File: src/rtl/core/mma_pkg.sv
package mma_pkg;

	localparam int CHAN_W       = 3;
	localparam int SAMPLE_W     = 10;
	localparam int AVG_W        = 10;
	localparam int DEF_WINDOW   = 16;
	localparam int DEF_CHANNELS = 6;

	typedef struct packed {
		logic [CHAN_W-1:0]   channel;
		logic [SAMPLE_W-1:0] sample;
	} in_item_t;

	typedef struct packed {
		logic [CHAN_W-1:0] out_channel;
		logic [AVG_W-1:0]  average;
	} out_item_t;

	typedef struct packed {
		logic load;
		logic rd;
		logic upd;
		logic step;
		logic out_load;
	} cmd_t;

	typedef struct packed {
		logic in_range;
	} status_t;

endpackage

File: src/rtl/core/multichannel_moving_average.sv
// Multichannel moving average over a window of WINDOW samples per channel.
// Input channel: in_valid / in_ready with in_data (channel, sample). Output
// channel: out_valid / out_ready with out_data (out_channel, average).
// Every accepted item yields exactly one result item, in order.
// A valid channel reads its oldest slot from the sample memory, updates the
// running sum, write position and fill count, then a restoring divider
// forms the average one quotient bit per cycle. The result passes through
// one memory read, one update, ten divider steps and the load of the
// output register, in that order. The block accepts the next item only
// once that result is loaded, so it holds one item at a time.
// An item for a channel at or above CHANNELS changes no state and returns
// an average of zero, skipping the divider. The divider sets the rate.
// The result sits in an output register; the block returns to accepting
// input as soon as it is loaded, even while the receiver stalls. A finished
// result that finds the output register still full waits there.
// Reset clears all sums, positions, fill counts and the output valid; the
// memory needs no clearing since the fill count masks unwritten slots.
module multichannel_moving_average #(
	parameter int WINDOW   = mma_pkg::DEF_WINDOW,
	parameter int CHANNELS = mma_pkg::DEF_CHANNELS
) (
	input  logic               clk,
	input  logic               arst_n,
	input  logic               in_valid,
	output logic               in_ready,
	input  mma_pkg::in_item_t  in_data,
	output logic               out_valid,
	input  logic               out_ready,
	output mma_pkg::out_item_t out_data
);

	mma_pkg::cmd_t    cmd;
	mma_pkg::status_t status;

	mma_ctrl u_ctrl (
		.clk       (clk),
		.arst_n    (arst_n),
		.in_valid  (in_valid),
		.in_ready  (in_ready),
		.out_valid (out_valid),
		.out_ready (out_ready),
		.status    (status),
		.cmd       (cmd)
	);

	mma_datapath #(
		.WINDOW   (WINDOW),
		.CHANNELS (CHANNELS)
	) u_datapath (
		.clk      (clk),
		.arst_n   (arst_n),
		.in_data  (in_data),
		.cmd      (cmd),
		.status   (status),
		.out_data (out_data)
	);

endmodule

File: src/rtl/core/mma_ctrl.sv
module mma_ctrl (
	input  logic            clk,
	input  logic            arst_n,
	input  logic            in_valid,
	output logic            in_ready,
	output logic            out_valid,
	input  logic            out_ready,
	input  mma_pkg::status_t status,
	output mma_pkg::cmd_t    cmd
);

	localparam logic [2:0] S_IDLE = 3'd0;
	localparam logic [2:0] S_RD   = 3'd1;
	localparam logic [2:0] S_UPD  = 3'd2;
	localparam logic [2:0] S_DIV  = 3'd3;
	localparam logic [2:0] S_DONE = 3'd4;

	localparam int CW = $clog2(mma_pkg::AVG_W);

	logic [2:0]    state_q, state_d;
	logic [CW-1:0] cnt_q, cnt_d;
	logic          out_valid_q;

	assign in_ready  = (state_q == S_IDLE);
	assign out_valid = out_valid_q;

	always_comb begin
		state_d = state_q;
		cnt_d   = cnt_q;
		cmd     = '0;
		case (state_q)
			S_IDLE: begin
				if (in_valid) begin
					cmd.load = 1'b1;
					state_d  = S_RD;
				end
			end
			S_RD: begin
				cmd.rd  = 1'b1;
				state_d = S_UPD;
			end
			S_UPD: begin
				cmd.upd = 1'b1;
				cnt_d   = '0;
				state_d = status.in_range ? S_DIV : S_DONE;
			end
			S_DIV: begin
				cmd.step = 1'b1;
				if (cnt_q == CW'(mma_pkg::AVG_W - 1)) begin
					state_d = S_DONE;
				end else begin
					cnt_d = cnt_q + 1'b1;
				end
			end
			S_DONE: begin
				if (!out_valid_q || out_ready) begin
					cmd.out_load = 1'b1;
					state_d      = S_IDLE;
				end
			end
			default: begin
				state_d = S_IDLE;
			end
		endcase
	end

	always_ff @(posedge clk or negedge arst_n) begin
		if (!arst_n) begin
			state_q     <= S_IDLE;
			cnt_q       <= '0;
			out_valid_q <= 1'b0;
		end else begin
			state_q <= state_d;
			cnt_q   <= cnt_d;
			if (cmd.out_load) begin
				out_valid_q <= 1'b1;
			end else if (out_ready) begin
				out_valid_q <= 1'b0;
			end
		end
	end

endmodule

File: src/rtl/core/mma_datapath.sv
module mma_datapath #(
	parameter int WINDOW   = mma_pkg::DEF_WINDOW,
	parameter int CHANNELS = mma_pkg::DEF_CHANNELS
) (
	input  logic               clk,
	input  logic               arst_n,
	input  mma_pkg::in_item_t  in_data,
	input  mma_pkg::cmd_t      cmd,
	output mma_pkg::status_t   status,
	output mma_pkg::out_item_t out_data
);

	localparam int SW_ = mma_pkg::SAMPLE_W;
	localparam int AV  = mma_pkg::AVG_W;
	localparam int PW  = $clog2(WINDOW);
	localparam int FW  = $clog2(WINDOW + 1);
	localparam int SUW = $clog2(((1 << SW_) - 1) * WINDOW + 1);
	localparam int CIW = (CHANNELS > 1) ? $clog2(CHANNELS) : 1;
	localparam int CNW = $clog2(CHANNELS + 1);
	localparam int CXW = (CNW > mma_pkg::CHAN_W) ? CNW : mma_pkg::CHAN_W;
	localparam int DEPTH = CHANNELS * WINDOW;
	localparam int AW  = $clog2(DEPTH);

	logic [SUW-1:0] sum_q  [CHANNELS];
	logic [PW-1:0]  pos_q  [CHANNELS];
	logic [FW-1:0]  fill_q [CHANNELS];
	logic [SW_-1:0] mem    [DEPTH];

	logic [mma_pkg::CHAN_W-1:0] ch_q;
	logic [SW_-1:0]             smp_q;
	logic [SW_-1:0]             rd_data_q;
	logic [FW-1:0]              rem_q;
	logic [FW-1:0]              div_q;
	logic [AV-1:0]              low_q;
	logic [AV-1:0]              quo_q;
	mma_pkg::out_item_t         out_q;

	logic [CXW-1:0] ch_ext;
	logic [CIW-1:0] cidx;
	logic           in_range;
	logic [AW-1:0]  addr;
	logic [SW_-1:0] old_val;
	logic [SUW-1:0] new_sum;
	logic [FW-1:0]  new_fill;
	logic [PW-1:0]  new_pos;
	logic [FW:0]    trial;

	assign ch_ext   = CXW'(ch_q);
	assign cidx     = ch_ext[CIW-1:0];
	assign in_range = (ch_ext < CXW'(CHANNELS));
	assign status.in_range = in_range;

	assign addr = AW'((AW+1)'(cidx) * (AW+1)'(WINDOW) + (AW+1)'(pos_q[cidx]));

	// Until a channel's ring is full, the slot being replaced was never written.
	assign old_val  = (fill_q[cidx] == FW'(WINDOW)) ? rd_data_q : '0;
	assign new_sum  = sum_q[cidx] - SUW'(old_val) + SUW'(smp_q);
	assign new_fill = (fill_q[cidx] == FW'(WINDOW)) ? fill_q[cidx] : fill_q[cidx] + 1'b1;
	assign new_pos  = (pos_q[cidx] == PW'(WINDOW - 1)) ? '0 : pos_q[cidx] + 1'b1;
	assign trial    = {rem_q, low_q[AV-1]};

	always_ff @(posedge clk) begin
		if (cmd.rd) begin
			rd_data_q <= mem[addr];
		end
		if (cmd.upd && in_range) begin
			mem[addr] <= smp_q;
		end
	end

	always_ff @(posedge clk or negedge arst_n) begin
		if (!arst_n) begin
			for (int i = 0; i < CHANNELS; i++) begin
				sum_q[i]  <= '0;
				pos_q[i]  <= '0;
				fill_q[i] <= '0;
			end
		end else if (cmd.upd && in_range) begin
			sum_q[cidx]  <= new_sum;
			pos_q[cidx]  <= new_pos;
			fill_q[cidx] <= new_fill;
		end
	end

	always_ff @(posedge clk) begin
		if (cmd.load) begin
			ch_q  <= in_data.channel;
			smp_q <= in_data.sample;
		end
		if (cmd.upd) begin
			// The quotient fits in AV bits, so the upper sum bits are below the divisor.
			rem_q <= FW'(new_sum >> AV);
			low_q <= new_sum[AV-1:0];
			div_q <= new_fill;
			quo_q <= '0;
		end else if (cmd.step) begin
			if (trial >= {1'b0, div_q}) begin
				rem_q <= FW'(trial - {1'b0, div_q});
				quo_q <= {quo_q[AV-2:0], 1'b1};
			end else begin
				rem_q <= trial[FW-1:0];
				quo_q <= {quo_q[AV-2:0], 1'b0};
			end
			low_q <= {low_q[AV-2:0], 1'b0};
		end
		if (cmd.out_load) begin
			out_q.out_channel <= ch_q;
			out_q.average     <= quo_q;
		end
	end

	assign out_data = out_q;

endmodule

File: config.mk
export PLATFORM = sky130hd
export DESIGN_NAME = multichannel_moving_average
export DESIGN_NICKNAME = d
export VERILOG_FILES = /design/src/rtl/core/mma_pkg.sv /design/src/rtl/core/multichannel_moving_average.sv /design/src/rtl/core/mma_ctrl.sv /design/src/rtl/core/mma_datapath.sv
export SDC_FILE = /design/constraint.sdc
export NUM_CORES = 1
export LEC_CHECK = 0
export BUFFER_PORTS_ARGS = -buffer_cell sky130_fd_sc_hd__buf_2
export CAP_MARGIN = 5
export CORE_MARGIN = 3
export CORE_UTILIZATION = 25
export DETAILED_ROUTE_END_ITERATION = 12
export GPL_ROUTABILITY_DRIVEN = 0
export PLACE_DENSITY = 0.48
export SYNTH_ARGS = -nofsm -noshare
export SYNTH_HDL_FRONTEND = slang
export SYNTH_SLANG_ARGS = --single-unit
File: constraint.sdc
create_clock -name clk -period 7.8 [get_ports clk]
set_input_delay 1.56 -clock clk [delete_from_list [all_inputs] [get_ports clk]]
set_output_delay 1.56 -clock clk [all_outputs]
set_load 0.005 [all_outputs]
==> impl_metrics.csv <==
group,metric,value,unit
timing,finClkSkew,62.0,ps
synth,synth_flop_cell,"edfxtp_1",
die,num_rows,161,
cells_and_area,drive_gt1_frac,0.110,
synth,ys_warn_count,0,
setup_path,cp.arrival,6070,ps
die,start_util,0.253,
timing,fin_tns_setup,0,ps
route,first_iter_violations,2919,
timing,hold_viol,0,
timing,slew_headroom,0.173,
route,ant_nets,0,
timing,setup_violations,0,
synth,async_flop_share,0.125,
clock_network,cts_tree,"yes",
route,vias,29700,
timing,grt_setup_unrepaired,"false",
route,drc,0,
setup_path,endpoint_kind,"flip-flop",
power,power_frac_seq,0.403,
clock_network,clkTransAtPathRegs,60,ps
power,ir_worst_vdd,220,uV
setup_path,path_class,"flip-flop to flip-flop",
route,vias_per_cell,4.76,
synth,syn_nets,3656,
clock_network,clkSinkCount,1172,
outcome,status,"complete, no violations",
synth,yosysTopAreaCellShare,0.625,
clock_network,htreeDepth,3,
clock_network,numCtsBuffers,121,
synth,synth_cell_types,82,
cells_and_area,n_fill_cell,19500,
global_route,grt_pass1_wl,207000,um
synth,synth_area_leader_cell,"edfxtp_1",
global_route,antenna_found_initial,8,
die,fp.dieH,448,um
setup_path,rrSetupSlack,2220,ps
synth,ys_seq_elements,1172,
clock_network,clockBufferDepth,3,
setup_path,required,8300,ps
cells_and_area,stdcell_count,6251,
power,swShare,0.360,
cells_and_area,final_cell_area,55600,um2
synth,synth_area_leaders,"edfxtp_1 (62%), dfrtp_1 (7.5%), nand2_1 (5.5%), mux2i_1 (3.3%), a211oi_1 (1.8%)",
cells_and_area,fin_nets,3680,
die,io-pin-count,32,
global_route,grt_overflow_total,0,
setup_path,crit_path_max_fanout,20,
cells_and_area,area_growth,13.9,%
placement,portBuffers,31,
global_route,grt_max_degree,170,
synth,yosysSeqAreaShare,0.704,
power,clkPwrFrac,0.288,
synth,avgSynthCellArea,13.5,um2
hold_path,min_path_type,"flip-flop to flip-flop",
timing,worst_pin_slew,1240,ps
timing,final.period_utilization,0.715,
power,power_frac_comb,0.309,
timing,max_freq,179,MHz
flow_run,cap_violations,0,
timing,hold_slack,432,ps
power,switching_power,6.96,mW
cells_and_area,post-route-util,0.288,
setup_path,cp-start-kind,"flip-flop",
clock_network,cts_root_buf,"clkbuf_16",
synth,synth_edf_count,1015,
die,die_w,448,um
die,fp.dieArea,200000,um2
power,intPower,12.4,mW
clock_network,hold_buffers,0,
timing,finalMaxSlewViolations,0,
route,drt-pass1-iter-count,7,
placement,hpwl,85500,um
clock_network,insertion_delay,790,ps
placement,dpl.cell_count,6031,
global_route,grt_usage,0.139,
power,powerDensity,348,nW/um2
synth,syn-cell-area,48800,um2
route,routed_wl,142000,um
clock_network,post_cts_buffers,0,
power,p_leak,19.3,nW
clock_network,cts_resized,0,
die,core-area,193000,um2
global_route,grt_pass1_vias,28700,
synth,synth_cells,3604,
timing,fin_crit,5580,ps
route,wl_per_cell,22.7,um
placement,dpl_cell_area,51800,um2
## sequential cells by signal, summed over array words and instances (netlist names), 4 cells and up
register              flops
u_datapath.pos_q         24
u_datapath.div_q          5
u_ctrl.cnt_q              4
u_datapath.out_data      13
u_datapath.smp_q         10
u_datapath.fill_q        30
u_datapath.rd_data_q     10
u_datapath.sum_q         84
u_datapath.rem_q          5
u_datapath.mem          960
u_datapath.quo_q         10
u_datapath.low_q         10
## routing by layer
metal  vias up  GRT usage  part of all wire
met4         6     0.0389             0.024
met1     15300      0.200              0.47
li1      13500          -                 -
met3       191     0.0228             0.051
met5         -          0           0.00025
met2       758      0.217              0.46
## per-stage QoR
stage	setup WS (ps)	total power [mW]
3_3_place_gp	2110	13.9
5_1_grt	1800	20.4
2_1_floorplan	2510	11.9
4_1_cts	2170	19.5
6_report	2220	19.4
3_5_place_dp	2180	14.0
## placed cells by master, fill, tap and decap left out, types with 12 or more instances in the layout
master     count
clkbuf_1      36
clkinv_1      16
a32oi_1       12
a31oi_1       80
mux2i_1      161
a311oi_1      59
inv_1         53
and2_1        49
a21oi_1       44
buf_2         30
nor2b_1       85
edfxtp_1    1015
buf_4         97
clkbuf_16    121
nand2_1      716
a211oi_1     120
ha_1          24
o21ai_0      141
nor2_1       134
mux2_2        71
and3_1        27
nor3_1        25
a22oi_1       32
clkinv_2      24
dfrtp_1      146
nand3_1      148
## cells by family after synthesis
family                   share of synthesized area
AND/OR/NAND/NOR                              0.111
flip-flops                                   0.704
AO/OA/AOI/OAI                               0.0865
buffers and inverters                       0.0295
multiplexers                                0.0548
adder cells (fa/ha/maj)                     0.0107
XOR/XNOR                                   0.00323
## worst paths after layout
kind | from | end | depth (start not counted)
worst max-delay path | u_datapath.ch_ext[0]$_DFFE_PP_ | u_datapath.rem_q[3]$_DFFE_PP_ | 21
max in group asynchronous | arst_n | u_datapath.sum_q[73]$_DFFE_PN0P_ | 2
worst min-delay path | u_datapath.quo_q[9]$_SDFFE_PP0P_ | u_datapath.out_data[9]$_DFFE_PP_ | 0
worst max register to register | u_datapath.ch_ext[0]$_DFFE_PP_ | u_datapath.rem_q[3]$_DFFE_PP_ | 21
worst min register to register | u_datapath.quo_q[9]$_SDFFE_PP0P_ | u_datapath.out_data[9]$_DFFE_PP_ | 0
min in group asynchronous | arst_n | u_datapath.fill_q[22]$_DFFE_PN0P_ | 1
## synthesized netlist by cell type, drive strengths merged, types with 74 or more instances
cell	count
a211oi	120
a31oi	80
buf	144
clkbuf	88
dfrtp	146
edfxtp	1015
mux2	74
mux2i	161
nand2	718
nand3	149
nor2	140
nor2b	85
o21ai	143
## power by group through the flow
stage          combinational, mW  clock [mW]  sequential, mW
6_report                    5.99        5.57            7.79
5_1_grt                     6.57        5.94            7.84
4_1_cts                     6.07        5.69            7.79
3_5_place_dp                6.05           0            7.92
3_3_place_gp                6.01           0            7.91
2_1_floorplan               3.92           0            7.95
## critical path, cell delays in order, from the launching register on
cell and delay (ps):
edfxtp_1 750, buf_4 400, and3b_1 360, nand2_1 80, o221ai_1 120, inv_1 130, ha_1 220, nand2_1 60
nor3b_1 50, buf_4 190, and2_1 180, fa_1 530, inv_1 60, ha_1 270, a21o_1 160, a21oi_1 260
o21ai_0 120, o211a_1 170, a211oi_1 360, nor3_1 100, or3b_2 570, o21a_1 200
## final cells by class
type	count	area, um2	area share
Clock inverter	58	546	0.00982
Antenna cell	1	2.50	0.0000450
Clock buffer	161	3220	0.0579
Timing Repair Buffer	133	990	0.0178
Sequential cell	1172	34400	0.618
Multi-Input combinational cell	2144	13100	0.235
Inverter	56	223	0.00401
Tap cell	2526	3160	0.0569
Power figures use the tool's default switching activity.
